**src/rtl/imuac_pkg.sv**
```systemverilog
// Shared constants for the accelerometer activity classifier.
package imuac_pkg;

   // Window length default and register reset values (raw LSB and LSB squared scales).
   localparam int unsigned WINDOW_LEN_DEF = 32;

   localparam logic [15:0] FALL_THRESHOLD_RST = 16'd20492;
   localparam logic [29:0] STILL_LIMIT_RST    = 30'd3359312;
   localparam logic [29:0] WALK_LIMIT_RST     = 30'd33593120;

   // Configuration register indexes.
   localparam int unsigned CSR_INDEX_W = 2;
   localparam logic [CSR_INDEX_W-1:0] CSR_FALL_THRESHOLD = 2'd0;
   localparam logic [CSR_INDEX_W-1:0] CSR_STILL_LIMIT    = 2'd1;
   localparam logic [CSR_INDEX_W-1:0] CSR_WALK_LIMIT     = 2'd2;

   localparam int unsigned CSR_DATA_W = 30;

   // Activity level codes.
   localparam logic [1:0] LEVEL_STILL = 2'd0;
   localparam logic [1:0] LEVEL_WALK  = 2'd1;
   localparam logic [1:0] LEVEL_RUN   = 2'd2;
   localparam logic [1:0] LEVEL_FALL  = 2'd3;

   // Temperature offsets, 4-bit two's complement.
   localparam logic signed [3:0] OFFSET_STILL = 4'sd0;
   localparam logic signed [3:0] OFFSET_WALK  = -4'sd3;
   localparam logic signed [3:0] OFFSET_RUN   = -4'sd6;

   localparam int unsigned REQ_DATA_W = 48;
   localparam int unsigned RSP_DATA_W = 88;

endpackage

```
**src/rtl/imu_activity_classifier.sv**
```systemverilog
// Top level of the accelerometer windowed-variance activity classifier.
//
// Each accepted req transaction carries one signed 16-bit sample (x, y, z).
// The block forms the magnitude floor(sqrt(x^2+y^2+z^2)), writes it into a
// circular window of WINDOW_LEN entries, updates a running sum S1 and sum of
// squares S2, and reports the variance floor((W*S2 - S1^2)/W^2), saturated to
// 30 bits. A magnitude strictly above fall_threshold reports a fall (level 3,
// pulse and sticky flag set, offset and step count held). Otherwise a variance
// below still_variance_limit is still (offset 0), below walking_variance_limit
// is walking (offset -3, a positive-to-negative z crossing counts a step), else
// running (offset -6). One rsp transaction follows each req transaction.
// WINDOW_LEN must be a power of two (2 to 256), so the division by W^2 is a
// plain right shift.
// Sequence: the three axes are squared on the shared multiplier, 16 square
// root steps run on the shared compare-subtract unit, then come the window
// update, variance, commit and hand-off. While an earlier result still waits
// in the output register, the commit is held.
// req_tready is high only while the sequencer is idle. A finished result sits
// in the output register, so the next sample can be taken while rsp waits for
// rsp_tready. The window starts all zeros after reset with no clearing pass:
// entries not yet written since reset read as zero through a single wrap flag.
// Configuration writes are always accepted (csr_ready is tied high) and are to
// be issued while idle; an unknown index is ignored.
module imu_activity_classifier
   import imuac_pkg::*;
#(
   parameter int unsigned WINDOW_LEN = WINDOW_LEN_DEF
) (
   input  logic                   clock,
   input  logic                   reset,
   // Sample channel.
   input  logic                   req_tvalid,
   output logic                   req_tready,
   // [15:0] sample_x, [31:16] sample_y, [47:32] sample_z
   input  logic [REQ_DATA_W-1:0]  req_tdata,
   // Result channel.
   output logic                   rsp_tvalid,
   input  logic                   rsp_tready,
   // [15:0] magnitude, [45:16] window_variance, [47:46] activity_level,
   // [79:48] steps_total, [80] fall_pulse, [81] fall_sticky,
   // [85:82] temp_adjust, [87:86] zero
   output logic [RSP_DATA_W-1:0]  rsp_tdata,
   // Configuration write channel.
   input  logic                   csr_valid,
   output logic                   csr_ready,
   input  logic [CSR_INDEX_W-1:0] csr_index,
   input  logic [CSR_DATA_W-1:0]  csr_data
);

   localparam int unsigned CLOG_W = $clog2(WINDOW_LEN);
   localparam int unsigned AW     = CLOG_W;
   localparam int unsigned SUMW   = 16 + CLOG_W;
   localparam int unsigned SQW    = 32 + CLOG_W;
   localparam int unsigned NUMW   = 32 + 2 * CLOG_W;
   localparam int unsigned MULW   = SUMW;
   localparam int unsigned PRODW  = 2 * MULW;
   localparam logic [AW-1:0]   SLOT_LAST = AW'(WINDOW_LEN - 1);

   typedef enum logic [7:0] {
      ST_IDLE  = 8'b00000001,
      ST_SQ    = 8'b00000010,
      ST_ROOT  = 8'b00000100,
      ST_OLD   = 8'b00001000,
      ST_NEW   = 8'b00010000,
      ST_SUMSQ = 8'b00100000,
      ST_DIFF  = 8'b01000000,
      ST_DONE  = 8'b10000000
   } state_type;

   // Sequencer and datapath registers.
   state_type state_ff, state_in;
   logic [4:0]             cnt_ff, cnt_in;
   logic signed [15:0]     smp_x_ff, smp_x_in;
   logic signed [15:0]     smp_y_ff, smp_y_in;
   logic signed [15:0]     smp_z_ff, smp_z_in;
   logic [NUMW-1:0]        rem_ff, rem_in;
   logic [31:0]            root_ff, root_in;
   logic [31:0]            bit_ff, bit_in;
   logic [31:0]            quo_ff, quo_in;
   logic [PRODW-1:0]       den_ff, den_in;
   logic [NUMW-1:0]        wnum_ff, wnum_in;

   // Window and classifier state.
   logic [AW-1:0]          slot_ff, slot_in;
   logic                   wrapped_ff, wrapped_in;
   logic [SUMW-1:0]        s1_ff, s1_in;
   logic [SQW-1:0]         s2_ff, s2_in;
   logic signed [15:0]     prev_z_ff, prev_z_in;
   logic [31:0]            steps_ff, steps_in;
   logic                   fall_ff, fall_in;
   logic signed [3:0]      offset_ff, offset_in;

   // Configuration registers.
   logic [15:0]            fall_thr_ff, fall_thr_in;
   logic [29:0]            still_lim_ff, still_lim_in;
   logic [29:0]            walk_lim_ff, walk_lim_in;

   // Output register.
   logic                   rsp_valid_ff, rsp_valid_in;
   logic [RSP_DATA_W-1:0]  rsp_data_ff, rsp_data_in;

   // Shared units.
   logic [MULW-1:0]        mul_a;
   logic [PRODW-1:0]       mul_p;
   logic [NUMW-1:0]        sub_a, sub_b;
   logic [NUMW:0]          sub_d;
   logic                   sub_ok;

   logic                   req_fire, csr_fire, out_free;
   logic [15:0]            axis_abs, old_mag, mag, rd_data;
   logic [29:0]            var_sat;
   logic                   is_fall, is_still, is_walk, step_hit;
   logic [1:0]             level;
   logic                   ram_wr_en;

   assign req_tready = (state_ff == ST_IDLE);
   assign req_fire   = req_tvalid && req_tready;
   assign csr_ready  = 1'b1;
   assign csr_fire   = csr_valid && csr_ready;
   assign out_free   = !rsp_valid_ff || rsp_tready;
   assign rsp_tvalid = rsp_valid_ff;
   assign rsp_tdata  = rsp_data_ff;

   assign mag     = root_ff[15:0];
   assign old_mag = wrapped_ff ? rd_data : 16'd0;
   assign ram_wr_en = (state_ff == ST_NEW);

   imuac_ram #(
      .WIDTH (16),
      .DEPTH (WINDOW_LEN)
   ) u_window (
      .clock   (clock),
      .wr_en   (ram_wr_en),
      .wr_addr (slot_ff),
      .wr_data (mag),
      .rd_en   (req_fire),
      .rd_addr (slot_ff),
      .rd_data (rd_data)
   );

   // Pick the axis to square and take its absolute value.
   always_comb begin
      logic signed [15:0] axis;
      case (cnt_ff[1:0])
         2'd0:    axis = smp_x_ff;
         2'd1:    axis = smp_y_ff;
         default: axis = smp_z_ff;
      endcase
      axis_abs = axis[15] ? 16'(-axis) : 16'(axis);
   end

   // Operand selection for the shared multiplier and compare-subtract unit.
   always_comb begin
      mul_a = '0;
      sub_a = rem_ff;
      sub_b = '0;
      case (state_ff)
         ST_SQ:    mul_a = MULW'(axis_abs);
         ST_ROOT:  sub_b = NUMW'(root_ff + bit_ff);
         ST_OLD:   mul_a = MULW'(old_mag);
         ST_NEW:   mul_a = MULW'(mag);
         ST_SUMSQ: mul_a = s1_ff;
         ST_DIFF: begin
            sub_a = wnum_ff;
            sub_b = NUMW'(den_ff);
         end
         default:  mul_a = '0;
      endcase
   end

   assign mul_p  = mul_a * mul_a;
   assign sub_d  = {1'b0, sub_a} - {1'b0, sub_b};
   assign sub_ok = !sub_d[NUMW];

   // Classification of the finished item.
   assign var_sat  = (quo_ff[31:30] != 2'b00) ? '1 : quo_ff[29:0];
   assign is_fall  = mag > fall_thr_ff;
   assign is_still = var_sat < still_lim_ff;
   assign is_walk  = var_sat < walk_lim_ff;
   assign step_hit = !prev_z_ff[15] && (prev_z_ff != 16'sd0) && smp_z_ff[15];

   always_comb begin
      if (is_fall) begin
         level = LEVEL_FALL;
      end else if (is_still) begin
         level = LEVEL_STILL;
      end else if (is_walk) begin
         level = LEVEL_WALK;
      end else begin
         level = LEVEL_RUN;
      end
   end

   // Sequencer and next-state logic.
   always_comb begin
      state_in     = state_ff;
      cnt_in       = cnt_ff;
      smp_x_in     = smp_x_ff;
      smp_y_in     = smp_y_ff;
      smp_z_in     = smp_z_ff;
      rem_in       = rem_ff;
      root_in      = root_ff;
      bit_in       = bit_ff;
      quo_in       = quo_ff;
      den_in       = den_ff;
      wnum_in      = wnum_ff;
      slot_in      = slot_ff;
      wrapped_in   = wrapped_ff;
      s1_in        = s1_ff;
      s2_in        = s2_ff;
      prev_z_in    = prev_z_ff;
      steps_in     = steps_ff;
      fall_in      = fall_ff;
      offset_in    = offset_ff;
      fall_thr_in  = fall_thr_ff;
      still_lim_in = still_lim_ff;
      walk_lim_in  = walk_lim_ff;
      rsp_valid_in = rsp_valid_ff && !rsp_tready;
      rsp_data_in  = rsp_data_ff;

      if (csr_fire) begin
         case (csr_index)
            CSR_FALL_THRESHOLD: fall_thr_in  = csr_data[15:0];
            CSR_STILL_LIMIT:    still_lim_in = csr_data[29:0];
            CSR_WALK_LIMIT:     walk_lim_in  = csr_data[29:0];
            default:            fall_thr_in  = fall_thr_ff;
         endcase
      end

      case (state_ff)
         ST_IDLE: begin
            // Latch the sample; the window read of the slot starts here.
            if (req_fire) begin
               smp_x_in = req_tdata[15:0];
               smp_y_in = req_tdata[31:16];
               smp_z_in = req_tdata[47:32];
               rem_in   = '0;
               cnt_in   = 5'd0;
               state_in = ST_SQ;
            end
         end
         ST_SQ: begin
            // Accumulate x^2 + y^2 + z^2, one axis a cycle.
            rem_in = rem_ff + NUMW'(mul_p);
            cnt_in = cnt_ff + 5'd1;
            if (cnt_ff[1:0] == 2'd2) begin
               root_in  = '0;
               bit_in   = 32'h4000_0000;
               state_in = ST_ROOT;
            end
         end
         ST_ROOT: begin
            // One result bit of the square root a cycle.
            if (sub_ok) begin
               rem_in  = sub_d[NUMW-1:0];
               root_in = (root_ff >> 1) + bit_ff;
            end else begin
               root_in = root_ff >> 1;
            end
            bit_in = bit_ff >> 2;
            if (bit_ff[0]) begin
               state_in = ST_OLD;
            end
         end
         ST_OLD: begin
            // Retire the oldest magnitude from both sums and add the new one to S1.
            s1_in    = s1_ff - SUMW'(old_mag) + SUMW'(mag);
            s2_in    = s2_ff - SQW'(mul_p);
            state_in = ST_NEW;
         end
         ST_NEW: begin
            // Add the new magnitude's square to S2; the window write happens this cycle.
            s2_in = s2_ff + SQW'(mul_p);
            if (slot_ff == SLOT_LAST) begin
               slot_in    = '0;
               wrapped_in = 1'b1;
            end else begin
               slot_in = slot_ff + AW'(1);
            end
            state_in = ST_SUMSQ;
         end
         ST_SUMSQ: begin
            den_in   = mul_p;
            wnum_in  = NUMW'(s2_ff) * NUMW'(WINDOW_LEN);
            state_in = ST_DIFF;
         end
         ST_DIFF: begin
            // Clamp a negative numerator to zero, then divide by W^2 with a shift.
            quo_in   = sub_ok ? sub_d[NUMW-1:2*CLOG_W] : '0;
            state_in = ST_DONE;
         end
         ST_DONE: begin
            // Hold until the output register is free, then commit and publish.
            if (out_free) begin
               if (is_fall) begin
                  fall_in = 1'b1;
               end else if (is_still) begin
                  offset_in = OFFSET_STILL;
               end else if (is_walk) begin
                  offset_in = OFFSET_WALK;
                  if (step_hit) begin
                     steps_in = steps_ff + 32'd1;
                  end
                  prev_z_in = smp_z_ff;
               end else begin
                  offset_in = OFFSET_RUN;
               end
               rsp_valid_in = 1'b1;
               rsp_data_in  = {2'b00, offset_in, fall_in, is_fall, steps_in, level,
                               var_sat, mag};
               state_in     = ST_IDLE;
            end
         end
         default: state_in = ST_IDLE;
      endcase
   end

   always_ff @(posedge clock) begin
      if (reset) begin
         state_ff     <= ST_IDLE;
         slot_ff      <= '0;
         wrapped_ff   <= 1'b0;
         s1_ff        <= '0;
         s2_ff        <= '0;
         prev_z_ff    <= '0;
         steps_ff     <= '0;
         fall_ff      <= 1'b0;
         offset_ff    <= OFFSET_STILL;
         fall_thr_ff  <= FALL_THRESHOLD_RST;
         still_lim_ff <= STILL_LIMIT_RST;
         walk_lim_ff  <= WALK_LIMIT_RST;
         rsp_valid_ff <= 1'b0;
      end else begin
         state_ff     <= state_in;
         slot_ff      <= slot_in;
         wrapped_ff   <= wrapped_in;
         s1_ff        <= s1_in;
         s2_ff        <= s2_in;
         prev_z_ff    <= prev_z_in;
         steps_ff     <= steps_in;
         fall_ff      <= fall_in;
         offset_ff    <= offset_in;
         fall_thr_ff  <= fall_thr_in;
         still_lim_ff <= still_lim_in;
         walk_lim_ff  <= walk_lim_in;
         rsp_valid_ff <= rsp_valid_in;
      end
   end

   always_ff @(posedge clock) begin
      cnt_ff      <= cnt_in;
      smp_x_ff    <= smp_x_in;
      smp_y_ff    <= smp_y_in;
      smp_z_ff    <= smp_z_in;
      rem_ff      <= rem_in;
      root_ff     <= root_in;
      bit_ff      <= bit_in;
      quo_ff      <= quo_in;
      den_ff      <= den_in;
      wnum_ff     <= wnum_in;
      rsp_data_ff <= rsp_data_in;
   end

`ifndef SYNTH
   // An accepted sample blocks the input until its result is committed.
   a_busy_after_accept: assert property (@(posedge clock) disable iff (reset)
      req_tvalid && req_tready |=> !req_tready)
      else $error("req_tready high right after an accepted transaction");

   // A new result appears only from the commit state.
   a_rsp_from_done: assert property (@(posedge clock) disable iff (reset)
      $rose(rsp_tvalid) |-> $past(state_ff == ST_DONE))
      else $error("result published outside the commit state");

   // The fall pulse marks exactly the fall level and implies the sticky flag.
   a_fall_consistent: assert property (@(posedge clock) disable iff (reset)
      rsp_tvalid |-> ((rsp_tdata[80] == (rsp_tdata[47:46] == LEVEL_FALL))
                      && (!rsp_tdata[80] || rsp_tdata[81])))
      else $error("fall pulse, level and sticky flag disagree");

   // The still level always reports a zero offset.
   a_still_offset: assert property (@(posedge clock) disable iff (reset)
      rsp_tvalid && (rsp_tdata[47:46] == LEVEL_STILL) |-> (rsp_tdata[85:82] == 4'd0))
      else $error("still level with nonzero temperature offset");

   // The write slot stays inside the window.
   a_slot_range: assert property (@(posedge clock) disable iff (reset)
      slot_ff <= SLOT_LAST)
      else $error("window slot out of range");
`endif

endmodule

```
**src/rtl/imuac_ram.sv**
```systemverilog
// Generic single-write, single-read RAM with registered read data.
module imuac_ram #(
   parameter int unsigned WIDTH = 16,
   parameter int unsigned DEPTH = 32
) (
   input  logic                     clock,
   input  logic                     wr_en,
   input  logic [$clog2(DEPTH)-1:0] wr_addr,
   input  logic [WIDTH-1:0]         wr_data,
   input  logic                     rd_en,
   input  logic [$clog2(DEPTH)-1:0] rd_addr,
   output logic [WIDTH-1:0]         rd_data
);

   logic [WIDTH-1:0] mem_ff [DEPTH];
   logic [WIDTH-1:0] rd_data_ff;

   always_ff @(posedge clock) begin
      if (wr_en) begin
         mem_ff[wr_addr] <= wr_data;
      end
      if (rd_en) begin
         rd_data_ff <= mem_ff[rd_addr];
      end
   end

   assign rd_data = rd_data_ff;

endmodule

```
**config.mk**
```make
export PLATFORM = sky130hd
export DESIGN_NAME = imu_activity_classifier
export DESIGN_NICKNAME = d
export VERILOG_FILES = /design/src/rtl/imuac_pkg.sv /design/src/rtl/imu_activity_classifier.sv /design/src/rtl/imuac_ram.sv
export SDC_FILE = /design/constraint.sdc
export NUM_CORES = 2
export LEC_CHECK = 0
export BUFFER_PORTS_ARGS = -buffer_cell sky130_fd_sc_hd__buf_2
export CAP_MARGIN = 20
export CORE_UTILIZATION = 47
export DETAILED_ROUTE_END_ITERATION = 10
export PLACE_DENSITY_LB_ADDON = 0.25
export SLEW_MARGIN = 10
export SYNTH_ARGS = -nofsm -noshare
export SYNTH_HDL_FRONTEND = slang
export SYNTH_SLANG_ARGS = --single-unit
```
**constraint.sdc**
```tcl
create_clock -name clock -period 16 [get_ports clock]
set_clock_uncertainty 0.05 [all_clocks]
set_input_delay 1.6 -clock clock [delete_from_list [all_inputs] [get_ports clock]]
set_output_delay 1.6 -clock clock [all_outputs]
set_load 0.005 [all_outputs]
```
* Yosys cells after proc, flatten, opt, wreduce, memory -nomap -nowiden *
Memory sizes are Yosys's and may differ from the RTL's. A register that Yosys moved wholly into a read port is not among the register bits.
Index checks and enable logic that the tools add are counted.

storage, ports and cells
  memories = 1
  bits in registers = 558
  RAM bits = 512
  word-level logic and storage cells = 127
  input bits = 85

memories
  memory           words  bits a word  read ports  clocked after memory_dff  wr ports  RTL line         source
  u_window.mem_ff  32     16           1           1                         1         imuac_ram.sv:15  logic [WIDTH-1:0] mem_ff [DEPTH];

operators by class
  equal/unequal tests = 18
  mux-type cells = 38
  $mul = 1
  reductions and logical operators = 27
  $add $sub $neg = 12
  magnitude comparators = 3
  bitwise operators = 2

operator list
  operator                 count
  $mux W32                 7
  $pmux W32 S2             2
  $mux W42                 3
  $pmux W42 S3             1
  $pmux W21 S4             1
  $pmux W42 S2             1
  $pmux W37 S2             1
  $pmux W8 S8              1
  $lt A30 B30 Y1           2
  $sub A42 B42 Y43         1
  $add A42 B42 Y42         1
  $mul A21 B21 Y42         1
  $add A37 B37 Y37         1
  $sub A37 B37 Y37         1
  $add A32 B32 Y33         1
  $add A31 B32 Y32         1
  $add A32 B1 Y32 const B  1
  $mux W16                 2
  $mux W8                  4
  $pmux W16 S2             1
  $mux W30                 1
  $add A21 B16 Y21         1
  $sub A21 B16 Y21         1
  $gt A16 B16 Y1           1
  33 further kinds         63

* Logic depth before layout (Yosys ltp) *
  depth in word-level cells = 8
  gate-level depth with buffers = 53

* Modules after synthesis *
A second synthesis with hierarchy kept.

second synthesis, totals
  cells, all modules = 6101
  area, all modules = 65983.3 sq um

modules (own cells, without submodules)
  module                   times used  area each (sq um)  cells each  seq. area each (sq um)
  imu_activity_classifier  1           45288.4            4958        14133.6
  imuac_ram                1           20694.8            1143        15855.2

* Least setup slack after synthesis *
No wires, ideal clock.

  path type = register -> register
  start = register state_ff[3]
  end = register s2_ff[36]
  setup time = 0.129 ns
  period minus slack after synthesis = 13.673 ns
  arrival = 13.494 ns
  path slack = 2.327 ns
  buffers on the path = 7
  cell stages (with the launch flop) = 48
  path through = dfxtp_1 buf_2 or4_1 buf_2 nor3_2 clkbuf_1 buf_1 a221o_1 clkbuf_1 nand2_1 inv_1 fa_1 fa_1 inv_1 fa_1 inv_1 fa_1 inv_1 [... 12 more ...] a211oi_1 nor4_2 nand2_1 o31a_1 xor2_1 ha_1 and4_1 and4_1 o31ai_1 o21a_1 o31ai_1 a31oi_1 o211a_1 o31ai_1 o41ai_1 xnor2_1 mux2i_1 nand4b_1

on the way
  longest elaborated chain between the ends = 5

ends and longest elaborated chain
  item                                                         RTL line                                                        source
  start, declared                                              imu_activity_classifier.sv:71                                   state_type state_ff, state_in;
  start signal, assigned                                       imu_activity_classifier.sv:334                                  state_ff <= state_in;
  $eq A8 B6 Y1, or another cell as far along                   imu_activity_classifier.sv:157                                  case (state_ff)
  $pmux W21 S4 (*)                                             imu_activity_classifier.sv:157
  $mul A21 B21 Y42 (*)                                         imu_activity_classifier.sv:171                                  assign mul_p = mul_a * mul_a;
  net mul_p[13]                                                imu_activity_classifier.sv:104                                  logic [PRODW-1:0] mul_p;
  $add A37 B37 Y37 / $sub A37 B37 Y37 (equally long branches)  imu_activity_classifier.sv:273, imu_activity_classifier.sv:268
  $pmux W37 S2 (*)                                             imu_activity_classifier.sv:230                                  case (state_ff)
  end signal, assigned                                         imu_activity_classifier.sv:338                                  s2_ff <= s2_in;
  end, declared                                                imu_activity_classifier.sv:87                                   logic [SQW-1:0] s2_ff, s2_in;

The timed path passes the listed nets; every way through them passes the cells marked *.
A chain may end at the register's enable or synchronous reset.

* Final worst setup path *
  start = register cnt_ff[0]
  end = register s2_ff[36]

on the way
  longest elaborated chain between the ends = 8

ends and longest elaborated chain
  item                                                         RTL line                                                        source
  start, declared                                              imu_activity_classifier.sv:72                                   logic [4:0] cnt_ff, cnt_in;
  start signal, assigned                                       imu_activity_classifier.sv:351                                  cnt_ff <= cnt_in;
  $eq A2 B1 Y1 / $logic_not A2 Y1 (equally long branches)      imu_activity_classifier.sv:144                                  case (cnt_ff[1:0])
  $pmux W16 S2 (*)                                             imu_activity_classifier.sv:144
  $neg A16 Y16                                                 imu_activity_classifier.sv:149                                  axis_abs = axis[15] ? 16'(-axis) : 16'(axis);
  $mux W16 (*)                                                 imu_activity_classifier.sv:149
  $pmux W21 S4 (*)                                             imu_activity_classifier.sv:157
  $mul A21 B21 Y42 (*)                                         imu_activity_classifier.sv:171
  net mul_p[13]                                                imu_activity_classifier.sv:104
  $add A37 B37 Y37 / $sub A37 B37 Y37 (equally long branches)  imu_activity_classifier.sv:273, imu_activity_classifier.sv:268
  $pmux W37 S2 (*)                                             imu_activity_classifier.sv:230

Marks and branches as above.

==> metrics.txt <==
status finished clean; initial antenna violation count 7; register area share after synthesis 46.0%; synth unique cells 103; Critical Path Fanout Max 17; leakage 28.6 nW; clk slew on worst S/H paths 0.07 ns; CP Class reg -> reg; worst path buffer plus inverter count 8; Top FF cell, synth edfxtp_1; P&R area growth vs syn 10.9%; top-area cell type share of the netlist area 39.8%; Net Sw Power 1.74 mW; post-CTS setup buffer count 0; largest family of logic cells by synthesized area adder cells; vias in the first global route 44800; internal power 4.90 mW; Avg Cell Area, Syn 11.4 µm²; Worst path most repeated cell inv_1; # fillers 11900; final setup TNS 0 ns; Final HPWL DP 136 mm; most frequent cells in the layout edfxtp_1 (864), inv_1 (607), nand2_1 (533); Sw Share 26.2%; Placer Congestion 1.00; DRT Wirelength 186 mm; pwr dens 91.7 nW/µm²; Root Driver clkbuf_16; gr ovfl total 0; final hold vios 0; CTS tree done; routed len/inst 24.0 µm; Post-Place Cells 7553; mux share of post-synthesis cell area 5.35%; Syn Inst Count 5710; Nets 6697; Clock Power Share 41.1%; CP Capture Type flop; num ports 176; RSZ-0062 raised after global routing no; Finished Core Util 52.6%; Synth area leaders edfxtp_1 (40%), fa_1 (10%), ha_1 (7.9%); Syn. warnings 0; post-cts sizing count 0; Core Area 137000 µm²; clock buffer count from CTS 113; first-pass GRT wire length 281 mm; Die Width 375 µm; xor and xnor fraction of the mapped netlist area 3.90%; flops & latches, synth 1066; startpoint types flop; Die ar. 140000 µm²; clk buf depth 3; largest stage delay on the critical path 0.56 ns; simple-gate share of the synthesized area 10.7%; Comb pwr share 12.9%; Final period util 84.5%; clk sinks 1066; Initial Util 47.4%; ys async rst share 0%; Die Span Y 375 µm; Final WS setup 2.48 ns; initial DRC count 4319; transition time of the tightest slew-check pin 1.15 ns; Seq pwr share 46.0%; total power 6.63 mW; Tightest Hold Check Type reg -> reg; IO buf count 172; synthesized area 65200 µm²; post-route ant nets 0; row count 136; Peak VDD IR 0.101 mV; Crit path arrival time 14.11 ns; max-slew violations 0; fin cells 7771; clk_lat worst skew 0.76 ns; # hold bufs at CTS 0; leading area contributor after synthesis edfxtp_1; commonest non-fill, non-tap cell in the layout edfxtp_1; largest net degree at the start of global routing 102; Slowest-stage cell, CP ha_1; drt first pass iters 6; CP Data Required Time 16.59 ns; post-detailed-route via-to-cell ratio 5.87; drt drc 0; H-tree depth 3; relative slew slack 23.5%; fmax 73.9 MHz; Max-cap violations 0; layout cells sized above 1 12.3%; number of synthesized flops with an enable pin 864; post-synthesis compound-gate area fraction 11.2%; delay-heaviest family, CP adder cells; Final Setup Violations 0; Setup WS pre-CTS 2.71 ns; Post-Synth Adder-Cell Area 17.9%; post-route minimum period 13.52 ns; aggregate global-route resource usage 26.4%; Vias 45600
==> sequential cells by signal (all words and copies together), names as in the netlist, 8 cells and up <==
| name | flops |
|---|---|
| u_window.mem_ff | 512 |
| rsp_tdata | 86 |
| rem_ff | 42 |
| den_ff | 41 |
| s2_ff | 37 |
| wnum_ff | 37 |
| quo_ff | 32 |
| root_ff | 32 |
| steps_ff | 32 |
| still_lim_ff | 30 |
| walk_lim_ff | 30 |
| s1_ff | 21 |
| bit_ff | 16 |
| fall_thr_ff | 16 |
| prev_z_ff | 16 |
| smp_x_ff | 16 |
| smp_y_ff | 16 |
| smp_z_ff | 16 |
| u_window.rd_data | 16 |
| state_ff | 8 |
==> cells by family after synthesis <==
| family | Yosys count |
|---|---|
| fa+ha+maj | 738 |
| buf+inv | 846 |
| compound gates | 1101 |
| simple gates | 1485 |
| flops | 1066 |
| other cells | 2 |
| mux | 183 |
| xor+xnor | 289 |
==> per-layer routing <==
layer / vias to the layer above / GRT usage, % / part of all wire, %
met5: - / 0 / 0.017
met4: 4 / 9.40 / 3.7
met3: 339 / 5.09 / 7.9
met2: 1796 / 41.8 / 46
met1: 22700 / 36.1 / 42
li1: 20700 / - / -
==> cell type report <==
| cell class | count | area [µm²] | share of cell area [%] |
|---|---|---|---|
| Clock inverter | 71 | 836 | 1.16 |
| Inverter | 612 | 2300 | 3.18 |
| Tap cell | 1794 | 2240 | 3.10 |
| Timing Repair Buffer | 284 | 1730 | 2.39 |
| Sequential cell | 1066 | 30000 | 41.5 |
| Antenna cell | 1 | 2.50 | 0.00346 |
| Multi-Input combinational cell | 3799 | 32200 | 44.5 |
| Clock buffer | 144 | 3050 | 4.21 |
==> worst paths after layout <==
check / from / end / slack, ns / cells past startpoint
worst max-delay path: cnt_ff[0]$_SDFFCE_PN0P_ / s2_ff[36]$_SDFFE_PP0N_ / 2.48 / 46
worst min-delay path: prev_z_ff[7]$_SDFFE_PP0P_ / prev_z_ff[7]$_SDFFE_PP0P_ / 0.40 / 2
worst max register to register: cnt_ff[0]$_SDFFCE_PN0P_ / s2_ff[36]$_SDFFE_PP0N_ / 2.48 / 46
worst min register to register: prev_z_ff[7]$_SDFFE_PP0P_ / prev_z_ff[7]$_SDFFE_PP0P_ / 0.40 / 2
==> cell usage after synthesis, drive strengths merged, types with 10 or more instances <==
| master | instances |
|---|---|
| a211o | 28 |
| a211oi | 36 |
| a21o | 109 |
| a21oi | 352 |
| a221o | 10 |
| a221oi | 16 |
| a22o | 29 |
| a22oi | 102 |
| a31o | 19 |
| a31oi | 39 |
| and2 | 57 |
| and3 | 51 |
| buf | 60 |
| clkbuf | 174 |
| dfxtp | 202 |
| edfxtp | 864 |
| fa | 326 |
| ha | 410 |
| inv | 609 |
| mux2 | 45 |
| mux2i | 10 |
| mux4 | 128 |
| nand2 | 534 |
| nand2b | 46 |
| nand3 | 75 |
| nand3b | 19 |
| nand4 | 62 |
| nor2 | 395 |
| nor2b | 41 |
| nor3 | 60 |
| nor3b | 11 |
| nor4 | 22 |
| o2111ai | 14 |
| o211ai | 17 |
| o21a | 20 |
| o21ai | 142 |
| o21bai | 37 |
| o22ai | 38 |
| o31ai | 24 |
| or2 | 20 |
| or3 | 51 |
| xnor2 | 197 |
| xor2 | 91 |
==> power by group through the flow <==
stage | clock [mW] | sequential (mW) | combinational, mW
5_1_grt | 2.87 | 3.06 | 0.926
3_3_place_gp | 0 | 3.11 | 0.831
2_1_floorplan | 0 | 3.10 | 0.577
3_5_place_dp | 0 | 3.11 | 0.838
6_report | 2.73 | 3.05 | 0.854
4_1_cts | 2.77 | 3.05 | 0.843
==> through the flow <==
stage	hold slack (ns)	area, µm²
after floorplan	0.377	65200
after detailed placement	0.396	68400
after global routing	0.417	72300
after global placement	0.385	68400
after CTS	0.404	72300
final	0.403	72300
==> worst register-to-register path, delay by kind of cell, from the launching register on <==
family,cells,cell delay (ns)
xor+xnor,3,0.62
buf+inv,8,0.95
simple gates,11,2.61
fa+ha+maj,10,4.76
compound gates,13,3.72
flops,1,0.42
mux,1,0.25
(Power assumes the default switching activity.)
